## config.mk

```make
export PLATFORM = sky130hd
export DESIGN_NAME = setpoint_output_alarm_record_top
export DESIGN_NICKNAME = d
export VERILOG_FILES = /design/src/sv/spoar_pkg.sv /design/src/sv/spoar_alarm.sv /design/src/sv/spoar_core.sv /design/src/sv/setpoint_output_alarm_record_top.sv
export SDC_FILE = /design/constraint.sdc
export NUM_CORES = 2
export LEC_CHECK = 0
export BUFFER_PORTS_ARGS = -buffer_cell sky130_fd_sc_hd__buf_2
export CORE_UTILIZATION = 35
export DETAILED_ROUTE_END_ITERATION = 16
export PLACE_DENSITY = 0.47
export SLEW_MARGIN = 20
export SYNTH_ARGS = -nofsm -noshare
export SYNTH_HDL_FRONTEND = slang
export SYNTH_HIERARCHICAL = 1
export SYNTH_SLANG_ARGS = --single-unit
```

## constraint.sdc

```tcl
create_clock -name clk -period 15.54 [get_ports clk]
set_input_delay 1.554 -clock clk [delete_from_list [all_inputs] [get_ports clk]]
set_output_delay 1.554 -clock clk [all_outputs]
set_load 0.05 [all_outputs]
```

## src/sv/spoar_pkg.sv

```systemverilog
package spoar_pkg;

  // Configuration register indexes.
  localparam logic [2:0] CFG_DRIVE_LIMITS     = 3'd0;
  localparam logic [2:0] CFG_UPPER_LEVELS     = 3'd1;
  localparam logic [2:0] CFG_LOWER_LEVELS     = 3'd2;
  localparam logic [2:0] CFG_HYSTERESIS       = 3'd3;
  localparam logic [2:0] CFG_SEVERITIES       = 3'd4;
  localparam logic [2:0] CFG_DEADBANDS        = 3'd5;
  localparam logic [2:0] CFG_OUTPUT_OPTIONS   = 3'd6;
  localparam logic [2:0] CFG_INVALID_VALUE    = 3'd7;

  localparam int CfgIndexWidth = 3;
  localparam int CfgDataWidth  = 64;

  // Write option codes.
  localparam logic [2:0] WOPT_EVERY        = 3'd0;
  localparam logic [2:0] WOPT_ON_CHANGE    = 3'd1;
  localparam logic [2:0] WOPT_WHEN_ZERO    = 3'd2;
  localparam logic [2:0] WOPT_WHEN_NONZERO = 3'd3;
  localparam logic [2:0] WOPT_TO_ZERO      = 3'd4;
  localparam logic [2:0] WOPT_TO_NONZERO   = 3'd5;

  // Invalid output action codes.
  localparam logic [1:0] ACT_CONTINUE   = 2'd0;
  localparam logic [1:0] ACT_NO_DRIVE   = 2'd1;
  localparam logic [1:0] ACT_SUBSTITUTE = 2'd2;

  // Severity codes.
  localparam logic [1:0] SEV_NONE    = 2'd0;
  localparam logic [1:0] SEV_INVALID = 2'd3;

  // Reset value of the output options register: write on change.
  localparam logic [4:0] OutputOptionsReset = 5'd1;

  typedef enum logic [2:0] {
    ALM_NONE  = 3'd0,
    ALM_UNDEF = 3'd1,
    ALM_HIHI  = 3'd2,
    ALM_LOLO  = 3'd3,
    ALM_HIGH  = 3'd4,
    ALM_LOW   = 3'd5
  } alarm_status_t;

  typedef struct packed {
    logic [63:0] drive_limits;
    logic [63:0] upper_alarm_levels;
    logic [63:0] lower_alarm_levels;
    logic [30:0] hysteresis;
    logic [9:0]  alarm_severities;
    logic [63:0] monitor_deadbands;
    logic [4:0]  output_options;
    logic [31:0] invalid_output_value;
  } cfg_t;

  typedef struct packed {
    logic        kind;
    logic [31:0] requested_value;
    logic        value_good;
  } in_item_t;

  typedef struct packed {
    logic          do_write;
    logic [31:0]   drive_value;
    alarm_status_t alarm_status;
    logic [1:0]    alarm_severity;
    logic          alarm_changed;
    logic          value_event;
    logic          archive_event;
  } out_item_t;

  typedef struct packed {
    logic [31:0]   current_value;
    logic          value_defined;
    logic [31:0]   last_alarm_level;
    logic [31:0]   last_monitored;
    logic [31:0]   last_archived;
    logic [31:0]   previous_output;
    logic          force_write;
    logic [1:0]    last_severity;
    alarm_status_t last_status;
  } state_t;

endpackage

```

## src/sv/spoar_alarm.sv

```systemverilog
module spoar_alarm (
  input  spoar_pkg::cfg_t          cfg,
  input  logic                     value_defined,
  input  logic [31:0]              value,
  input  logic [31:0]              last_level,
  output logic [1:0]               severity,
  output spoar_pkg::alarm_status_t status,
  output logic [31:0]              last_level_next
);
  import spoar_pkg::*;

  localparam alarm_status_t LevelCode [4] = '{ALM_HIHI, ALM_LOLO, ALM_HIGH, ALM_LOW};

  logic [31:0]        level [4];
  logic [1:0]         level_sev [4];
  logic [3:0]         hit;
  logic signed [33:0] val_x;
  logic signed [33:0] last_x;
  logic signed [33:0] hyst_x;

  // Levels in checking order: hihi, lolo, high, low.
  assign level[0] = cfg.upper_alarm_levels[63:32];
  assign level[1] = cfg.lower_alarm_levels[31:0];
  assign level[2] = cfg.upper_alarm_levels[31:0];
  assign level[3] = cfg.lower_alarm_levels[63:32];

  assign val_x  = {{2{value[31]}}, value};
  assign last_x = {{2{last_level[31]}}, last_level};
  assign hyst_x = {3'b000, cfg.hysteresis};

  // Each level is compared on its own; a level still active may hold within
  // the hysteresis margin. Sums are wide enough that they never wrap.
  always_comb begin
    for (int i = 0; i < 4; i++) begin
      logic signed [33:0] lev_x;
      lev_x = {{2{level[i][31]}}, level[i]};
      level_sev[i] = cfg.alarm_severities[2*i +: 2];
      if ((i % 2) == 0) begin
        hit[i] = (val_x >= lev_x) || ((last_x == lev_x) && (val_x >= lev_x - hyst_x));
      end else begin
        hit[i] = (val_x <= lev_x) || ((last_x == lev_x) && (val_x <= lev_x + hyst_x));
      end
    end
  end

  // The first enabled level that is hit wins.
  always_comb begin
    severity        = SEV_NONE;
    status          = ALM_NONE;
    last_level_next = last_level;
    if (!value_defined) begin
      severity = cfg.alarm_severities[9:8];
      status   = (severity != SEV_NONE) ? ALM_UNDEF : ALM_NONE;
    end else begin
      last_level_next = value;
      for (int i = 3; i >= 0; i--) begin
        if ((level_sev[i] != SEV_NONE) && hit[i]) begin
          severity        = level_sev[i];
          status          = LevelCode[i];
          last_level_next = level[i];
        end
      end
    end
  end

endmodule

```

## src/sv/spoar_core.sv

```systemverilog
module spoar_core (
  input  spoar_pkg::cfg_t     cfg,
  input  spoar_pkg::state_t   state,
  input  spoar_pkg::in_item_t item,
  output spoar_pkg::state_t   state_next,
  output spoar_pkg::out_item_t result,
  output logic                has_result
);
  import spoar_pkg::*;

  logic signed [31:0] req_s;
  logic signed [31:0] hi_s;
  logic signed [31:0] lo_s;
  logic [31:0]        clamped;
  logic [31:0]        value_a;
  logic               defined_a;
  logic [1:0]         sev;
  alarm_status_t      sta;
  logic [31:0]        alarm_level_next;
  logic [2:0]         opt;
  logic [1:0]         act;
  logic               drive;
  logic [31:0]        value_out;
  logic               wr;
  logic signed [33:0] val_x;
  logic signed [33:0] mon_diff;
  logic signed [33:0] arc_diff;
  logic signed [33:0] mon_mag;
  logic signed [33:0] arc_mag;
  logic signed [31:0] mon_db;
  logic signed [31:0] arc_db;
  logic               vev;
  logic               aev;

  // Clamp to the drive limits when they are ordered.
  assign req_s = item.requested_value;
  assign hi_s  = cfg.drive_limits[63:32];
  assign lo_s  = cfg.drive_limits[31:0];

  always_comb begin
    clamped = item.requested_value;
    if (hi_s > lo_s) begin
      if (req_s > hi_s) begin
        clamped = hi_s;
      end else if (req_s < lo_s) begin
        clamped = lo_s;
      end
    end
  end

  // A bad value leaves the setpoint as it was.
  assign value_a   = item.value_good ? clamped : state.current_value;
  assign defined_a = item.value_good | state.value_defined;

  spoar_alarm u_alarm (
    .cfg             (cfg),
    .value_defined   (defined_a),
    .value           (value_a),
    .last_level      (state.last_alarm_level),
    .severity        (sev),
    .status          (sta),
    .last_level_next (alarm_level_next)
  );

  // Invalid output action: block the write or substitute a fixed value.
  assign opt       = cfg.output_options[2:0];
  assign act       = cfg.output_options[4:3];
  assign drive     = (sev != SEV_INVALID) || (act == ACT_CONTINUE) || (act == ACT_SUBSTITUTE);
  assign value_out = ((sev == SEV_INVALID) && (act == ACT_SUBSTITUTE)) ?
                     cfg.invalid_output_value : value_a;

  // Write option decides whether the device sees this transfer.
  always_comb begin
    case (opt)
      WOPT_EVERY:        wr = 1'b1;
      WOPT_ON_CHANGE:    wr = state.force_write || (value_out != state.previous_output);
      WOPT_WHEN_ZERO:    wr = (value_out == '0);
      WOPT_WHEN_NONZERO: wr = (value_out != '0);
      WOPT_TO_ZERO:      wr = (value_out == '0) && (state.previous_output != '0);
      WOPT_TO_NONZERO:   wr = (value_out != '0) && (state.previous_output == '0);
      default:           wr = 1'b0;
    endcase
  end

  // Monitor deadbands; a negative deadband posts on every process.
  assign val_x    = {{2{value_out[31]}}, value_out};
  assign mon_diff = {{2{state.last_monitored[31]}}, state.last_monitored} - val_x;
  assign arc_diff = {{2{state.last_archived[31]}}, state.last_archived} - val_x;
  assign mon_mag  = mon_diff[33] ? -mon_diff : mon_diff;
  assign arc_mag  = arc_diff[33] ? -arc_diff : arc_diff;
  assign mon_db   = cfg.monitor_deadbands[63:32];
  assign arc_db   = cfg.monitor_deadbands[31:0];
  assign vev      = mon_db[31] || (mon_mag > {{2{mon_db[31]}}, mon_db});
  assign aev      = arc_db[31] || (arc_mag > {{2{arc_db[31]}}, arc_db});

  // Next state and result.
  always_comb begin
    state_next = state;
    has_result = 1'b0;
    result.do_write       = drive && wr;
    result.drive_value    = value_out;
    result.alarm_status   = sta;
    result.alarm_severity = sev;
    result.alarm_changed  = (sev != state.last_severity) || (sta != state.last_status);
    result.value_event    = vev;
    result.archive_event  = aev;
    if (item.kind) begin
      state_next.force_write = 1'b1;
    end else begin
      has_result                 = 1'b1;
      state_next.current_value   = value_out;
      state_next.value_defined   = defined_a;
      state_next.last_alarm_level = alarm_level_next;
      state_next.last_severity   = sev;
      state_next.last_status     = sta;
      if (drive) begin
        state_next.previous_output = value_out;
        state_next.force_write     = 1'b0;
      end
      if (vev) begin
        state_next.last_monitored = value_out;
      end
      if (aev) begin
        state_next.last_archived = value_out;
      end
    end
  end

endmodule

```

## src/sv/setpoint_output_alarm_record_top.sv

```systemverilog
// Integer setpoint output stage. Each process transfer is clamped to the drive
// limits, checked against four alarm levels with hysteresis, passed through the
// invalid output action and the write option, and tested against the value and
// archive deadbands; it yields one result transfer. A target-changed transfer
// only arms a forced write for the next on-change process and yields no result.
// The block takes one transfer per cycle unless a held result stalls it: an
// input register feeds one pass of compare and select logic that updates the
// record state and loads the output register, so an accepted item passes
// through the input register and then the output register, and an output
// register that is read in the same cycle does not stop the next item from
// being taken. While a held result waits for out_ready, the input register
// holds its process item and in_ready stays low. Configuration is written
// through cfg_write, cfg_index and cfg_data; the user must write it only while
// no item is in flight, as the block itself does not enforce this.
module setpoint_output_alarm_record_top (
  input  logic                                clk,
  input  logic                                rst,
  input  logic                                in_valid,
  output logic                                in_ready,
  input  spoar_pkg::in_item_t                 in_item,
  output logic                                out_valid,
  input  logic                                out_ready,
  output spoar_pkg::out_item_t                out_item,
  input  logic                                cfg_write,
  input  logic [spoar_pkg::CfgIndexWidth-1:0] cfg_index,
  input  logic [spoar_pkg::CfgDataWidth-1:0]  cfg_data
);
  import spoar_pkg::*;

  cfg_t      cfg;
  state_t    state;
  state_t    state_next;
  in_item_t  in_q;
  logic      in_valid_q;
  out_item_t result;
  logic      has_result;
  logic      fire;

  // The held item goes through when it has nowhere to go or the output slot frees.
  assign fire     = in_valid_q && (in_q.kind || !out_valid || out_ready);
  assign in_ready = !in_valid_q || fire;

  spoar_core u_core (
    .cfg        (cfg),
    .state      (state),
    .item       (in_q),
    .state_next (state_next),
    .result     (result),
    .has_result (has_result)
  );

  // Configuration registers.
  always_ff @(posedge clk) begin
    if (rst) begin
      cfg.drive_limits         <= '0;
      cfg.upper_alarm_levels   <= '0;
      cfg.lower_alarm_levels   <= '0;
      cfg.hysteresis           <= '0;
      cfg.alarm_severities     <= '0;
      cfg.monitor_deadbands    <= '0;
      cfg.output_options       <= OutputOptionsReset;
      cfg.invalid_output_value <= '0;
    end else if (cfg_write) begin
      unique case (cfg_index)
        CFG_DRIVE_LIMITS:   cfg.drive_limits         <= cfg_data;
        CFG_UPPER_LEVELS:   cfg.upper_alarm_levels   <= cfg_data;
        CFG_LOWER_LEVELS:   cfg.lower_alarm_levels   <= cfg_data;
        CFG_HYSTERESIS:     cfg.hysteresis           <= cfg_data[30:0];
        CFG_SEVERITIES:     cfg.alarm_severities     <= cfg_data[9:0];
        CFG_DEADBANDS:      cfg.monitor_deadbands    <= cfg_data;
        CFG_OUTPUT_OPTIONS: cfg.output_options       <= cfg_data[4:0];
        CFG_INVALID_VALUE:  cfg.invalid_output_value <= cfg_data[31:0];
        default: ;
      endcase
    end
  end

  // Input register.
  always_ff @(posedge clk) begin
    if (rst) begin
      in_valid_q <= 1'b0;
    end else if (in_ready) begin
      in_valid_q <= in_valid;
    end
  end

  always_ff @(posedge clk) begin
    if (in_ready && in_valid) begin
      in_q <= in_item;
    end
  end

  // Record state.
  always_ff @(posedge clk) begin
    if (rst) begin
      state.current_value    <= '0;
      state.value_defined    <= 1'b0;
      state.last_alarm_level <= '0;
      state.last_monitored   <= '0;
      state.last_archived    <= '0;
      state.previous_output  <= '0;
      state.force_write      <= 1'b1;
      state.last_severity    <= SEV_NONE;
      state.last_status      <= ALM_NONE;
    end else if (fire) begin
      state <= state_next;
    end
  end

  // Output register.
  always_ff @(posedge clk) begin
    if (rst) begin
      out_valid <= 1'b0;
    end else if (fire && has_result) begin
      out_valid <= 1'b1;
    end else if (out_ready) begin
      out_valid <= 1'b0;
    end
  end

  always_ff @(posedge clk) begin
    if (fire && has_result) begin
      out_item <= result;
    end
  end

  // Severity and status are raised and cleared together.
  assert property (@(posedge clk) disable iff (rst)
    out_valid |-> ((out_item.alarm_severity == SEV_NONE) == (out_item.alarm_status == ALM_NONE)))
    else $error("alarm severity and status disagree");

  // A blocked invalid output never reaches the device.
  assert property (@(posedge clk) disable iff (rst)
    (fire && !in_q.kind && (result.alarm_severity == SEV_INVALID) &&
     (cfg.output_options[4:3] != ACT_CONTINUE) &&
     (cfg.output_options[4:3] != ACT_SUBSTITUTE)) |-> !result.do_write)
    else $error("write issued while invalid action blocks output");

  // A target-changed transfer arms the forced write.
  assert property (@(posedge clk) disable iff (rst)
    (fire && in_q.kind) |=> state.force_write)
    else $error("forced write not armed");

  // A target-changed transfer never loads a result.
  assert property (@(posedge clk) disable iff (rst)
    (fire && in_q.kind && !out_valid) |=> !out_valid)
    else $error("result produced for target-changed transfer");

endmodule

```

Word-level counts from Yosys, hierarchy flattened
Cells that the tools add are included.
{"block": "totals", "reg_bits": 578, "in_bits": 106, "output_inout_bits": 43, "elab_cells": 160}
{"block": "classes", "n_addsub": 8, "order_cmp": 13, "eq_ne": 22, "n_mux": 28, "bitwise_logic": 2, "reduce_logical": 58}
{"op": "$mux W32", "count": 9}
{"op": "$sub A32 B32 Y33", "count": 4}
{"op": "$eq A32 B32 Y1", "count": 4}
{"op": "$gt A34 B34 Y1", "count": 2}
{"op": "$mux W34", "count": 2}
{"op": "$neg A34 Y34", "count": 2}
{"op": "$add A32 B32 Y33", "count": 2}
{"op": "$ge A32 B33 Y1", "count": 2}
{"op": "$le A32 B33 Y1", "count": 2}
{"op": "$ge A32 B32 Y1", "count": 2}
{"op": "$gt A32 B32 Y1", "count": 2}
{"op": "$le A32 B32 Y1", "count": 2}
{"op": "$logic_not A32 Y1", "count": 2}
{"op": "$reduce_bool A32 Y1", "count": 2}
{"op": "$lt A32 B32 Y1", "count": 1}
{"op": "$ne A32 B32 Y1", "count": 1}
{"op": "$reduce_and A2 Y1", "count": 10}
{"op": "$eq A3 B3 Y1 const B", "count": 6}
{"op": "$logic_and A1 B1 Y1", "count": 15}
{"op": "$mux W3", "count": 5}
{"op": "$reduce_bool A2 Y1", "count": 7}
{"op": "$logic_or A1 B1 Y1", "count": 13}
{"op": "$eq A3 B2 Y1 const B", "count": 4}
{"op": "$reduce_and A3 Y1", "count": 4}
{"op": "other kinds (13)", "count": 26}

Longest topological paths before layout
{"block": "depth", "word_depth": 23, "ltp_mapped": 67, "depth_no_buf": 63}

Modules after synthesis
Netlist, hierarchy kept.
{"mod": "setpoint_output_alarm_record_top", "n_inst": 1, "cells_each": 2276, "area_each_um2": 21496.9, "seq_area_each_um2": 12321.8}
{"mod": "spoar_alarm", "n_inst": 1, "cells_each": 2093, "area_each_um2": 15192.1, "seq_area_each_um2": 0.0}
{"mod": "spoar_core", "n_inst": 1, "cells_each": 2027, "area_each_um2": 13583.0, "seq_area_each_um2": 0.0}

Least setup slack after synthesis
Ideal clock, no wire load.
{"block": "synth_timing", "kind": "register -> register", "start": "register in_q[32] in the netlist's numbering", "end": "register, netlist name state[74]", "setup_ns": 0.120, "arrival_time_ns": 13.336, "t_required_ns": 15.420, "slack_ns": 2.084, "stages_incl_launch_ff": 63, "n_path_buf": 7, "period_less_slack_ns": 13.456, "path_cell_list": "edfxtp_1 > ha_1 > nand4_1 > or3_1 > or3_1 > or4_1 > o211a_2 > a211oi_4 > buf_6 > a31oi_1 > a31oi_1 > ha_1 > and4_1 > nand3_1 > or2_1 > nor3_1 > o31a_1 > nor3_1 > [27 not listed] > a21oi_1 > nor2b_1 > o21ai_0 > nand2b_1 > a21oi_1 > o221ai_1 > a221oi_1 > o21ai_0 > a221oi_1 > o21ai_0 > a221oi_1 > o21ai_0 > and2_1 > clkbuf_1 > clkbuf_1 > mux2_2 > nand2b_1 > mux2i_1"}
{"element": "start: declaration", "line": "setpoint_output_alarm_record_top.sv:33", "text": "in_item_t in_q;"}
{"element": "start signal: assignment", "line": "setpoint_output_alarm_record_top.sv:89", "text": "in_q <= in_item;"}

==> flow_summary.toml <==
[synth]
yosys.area.top_type_share = 0.2003
synth_cells = 6396
ys_seq_area_frac = 0.2451
synth.most_common_cell = "nand2_1"
syn_area_mm2 = 0.05027
ys_seq_elements = 578
asyncSetResetFlopFracSynth = 0
synth_edf_count = 75
synth_commonest_cells = "nand2_1, a21oi_1, ha_1"
syn_area_per_cell_um2 = 7.860
ys_top_cells_by_area = "dfxtp_1, ha_1, nand2_1"
ys.flop_type = "dfxtp_1"
synth_area_leader_cell = "dfxtp_1"
synth_warnings = 6
synth_cell_types = 117

[flow_run]
maxCapViolations = 0

[cts]
clock_path_buffers = 3
numCtsBuffers = 78
root_buffer = "clkbuf_16"
cts_hold_buffers = 0
insertion_delay_ps = 710
cts_sinks = 578
cts_tree = "done"
htree_levels = 3
cts.clk_slew.worst_paths_ps = 60

[placed_design]
placed_area_mm2 = 0.05311
io_buffer_count = 148
place.gp.congestion = 1.033
hpwl_mm = 186.7

[setup_path]
r2r_end = "state[50]$_SDFFE_PP0P_"
path_class = "flop to flop"
r2r_cells = 57
worstSetupEndpoint = "state[50]$_SDFFE_PP0P_"
ff2ff_setup_slack_ps = 570
required_ps = 16100
worstPathArrival_ps = 15530
slowest_stage = "o41a_1"
crit_top_cell = "buf_4"
crit_start = "in_q[32]$_DFFE_PP_"
rr_startpoint = "in_q[32]$_DFFE_PP_"
startpoint_type = "flop"
cp_max_fo = 32
cpPeakStageDelay_ps = 580
cp-end-kind = "flop"

[worst_hold_path]
hp-class = "flop to flop"
hp-start = "cfg[98]$_SDFFE_PP0P_"

[finish]
finalNetCount = 7194
drive_above_1_share = 0.1033
stdcell_area_mm2 = 0.05604
area_growth_syn_to_layout_pct = 11.47
fillers = 14860

[die]
start_util = 0.3538
io_pins = 149
die_h_um = 381.0
die-area_mm2 = 0.1452
die_w_um = 381.0
row_count = 138
coreArea_mm2 = 0.1421

[pwr]
power.internal_mw = 3.560
max-vdd-ir-drop_mv = 0.09044
p_leak_nw = 22.36
combinationalPowerShare = 0.391
power.density_mw_per_mm2 = 105.5
p_seq_frac = 0.276
sw_frac_of_total = 0.3976
power_frac_clock = 0.333
total_power_mw = 5.909
switchingPower_mw = 2.349

[detailed_routing]
ant_nets = 0
drc = 0
vias = 48550
wl_per_cell_um = 28.58
routed_wirelength_mm = 241.0
drt-initial-drc-count = 4766
drt-pass1-iter-count = 6
vias_per_cell = 5.757

[sta]
drv_slew = 0
tns_ps = 0
setup_viol = 0
finClkSkew_ps = 54.42
timing.slew.headroom = 0.1303
finalHoldViolCount = 0
fin_crit_sh = 0.9631
worstMarginPinSlew_ps = 1293
max_freq_mhz = 66.81
rsz0062_at_grt = "false"
period_minus_slack_ps = 14970

[grt]
grt_overflow = 0
grt_pass1_wl_mm = 340.2
grt_max_degree = 292
grt_pass1_vias = 45450
antenna_found_initial = 21
grtUsageTotal = 0.3227

[status]
status = "finished, final reports clean"
-- final cells by class --
class	count	area, µm²	share of cell area
antenna	8	20.02	0.0003572
clock inverter	45	598.1	0.01067
sequential	578	12320	0.2199
tap	1890	2365	0.04220
inverter	416	1563	0.02789
multi-input combinational	5084	35000	0.6246
timing repair buffer	311	2037	0.03635
clock buffer	101	2130	0.03800
-- flip-flops by register name, indices dropped and copies added (netlist names) --
signal	flops
cfg	334
state	167
out_item	41
in_q	34
in_valid_q	1
out_valid	1
-- placed cells by master (no fill, tap or decap), drive strengths merged, types with 46 or more instances in the layout --
| master | count |
|---|---|
| a21o | 168 |
| a21oi | 640 |
| a31oi | 84 |
| buf | 311 |
| clkbuf | 101 |
| dfxtp | 503 |
| edfxtp | 75 |
| ha | 613 |
| inv | 419 |
| mux2 | 100 |
| mux2i | 175 |
| nand2 | 1053 |
| nand2b | 379 |
| nand3 | 114 |
| nand4 | 104 |
| nor2 | 210 |
| nor3 | 91 |
| nor4 | 46 |
| o211ai | 92 |
| o21ai | 236 |
| o22ai | 63 |
| xnor2 | 205 |
| xor2 | 155 |
-- per-layer routing --
layer	GRT usage	routed length [µm]	vias to the layer above
met5	0	13	-
met4	0.1383	11500	2
met3	0.04267	16070	392
met2	0.5190	108600	1792
met1	0.4305	104800	23540
li1	-	-	22820
-- power groups by stage --
| stage | sequential, mW | clock [mW] | combinational (mW) |
|---|---|---|---|
| after floorplan | 1.64 | 0 | 1.44 |
| after global placement | 1.66 | 0 | 2.23 |
| after detailed placement | 1.66 | 0 | 2.24 |
| after CTS | 1.63 | 2.00 | 2.25 |
| after global routing | 1.64 | 2.06 | 2.49 |
| final | 1.63 | 1.97 | 2.31 |
-- repair_timing --
action | 4_1_cts | 5_1_grt
endpoints found under the setup margin | 0 | 65
setup buffers | 0 | 4
resized for setup | 0 | 33
-- worst max-delay path: cells and delay by family (launching register included) --
kind	cells	cell delay, ps
xor+xnor	1	150
compound gates	25	6340
simple gates	17	3700
fa+ha+maj	4	1670
mux	2	390
flops	1	440
buf+inv	8	2070
-- cells by family (layout without fill, tap and decap cells) --
family,after synthesis,in the layout,synth area share
other cells,1,10,0.00007459
compound gates,1603,1603,0.2011
xor+xnor,360,360,0.06272
flops,578,578,0.2451
buf+inv,735,873,0.06439
simple gates,2224,2224,0.2140
mux,276,276,0.05769
fa+ha+maj,619,619,0.1550
-- metrics by stage --
stage / hold slack (ps) / instances / util / setup WS, ps
floorplan: 436.3 / 6397 / - / 2084
global placement: 442.2 / 8275 / 0.3737 / 561.3
detailed placement: 447.6 / 8275 / 0.3737 / 126.7
CTS: 454.6 / 8421 / 0.3929 / 44.85
global route: 470.3 / 8426 / 0.3942 / 51.17
finish: 453.9 / 8433 / 0.3943 / 572.9
-- how the worst min path moves through the flow --
stage	endpoint	slack (ps)	cells after the start
6_report	cfg[98]$_SDFFE_PP0P_	450	2
5_1_grt	cfg[90]$_SDFFE_PP0P_	470	2
4_1_cts	cfg[95]$_SDFFE_PP0P_	450	2
3_5_place_dp	cfg[85]$_SDFFE_PP0P_	450	2
3_3_place_gp	cfg[19]$_SDFFE_PP0P_	440	2
2_1_floorplan	cfg[100]$_SDFFE_PP0P_	440	2
(Power assumes the default switching activity.)
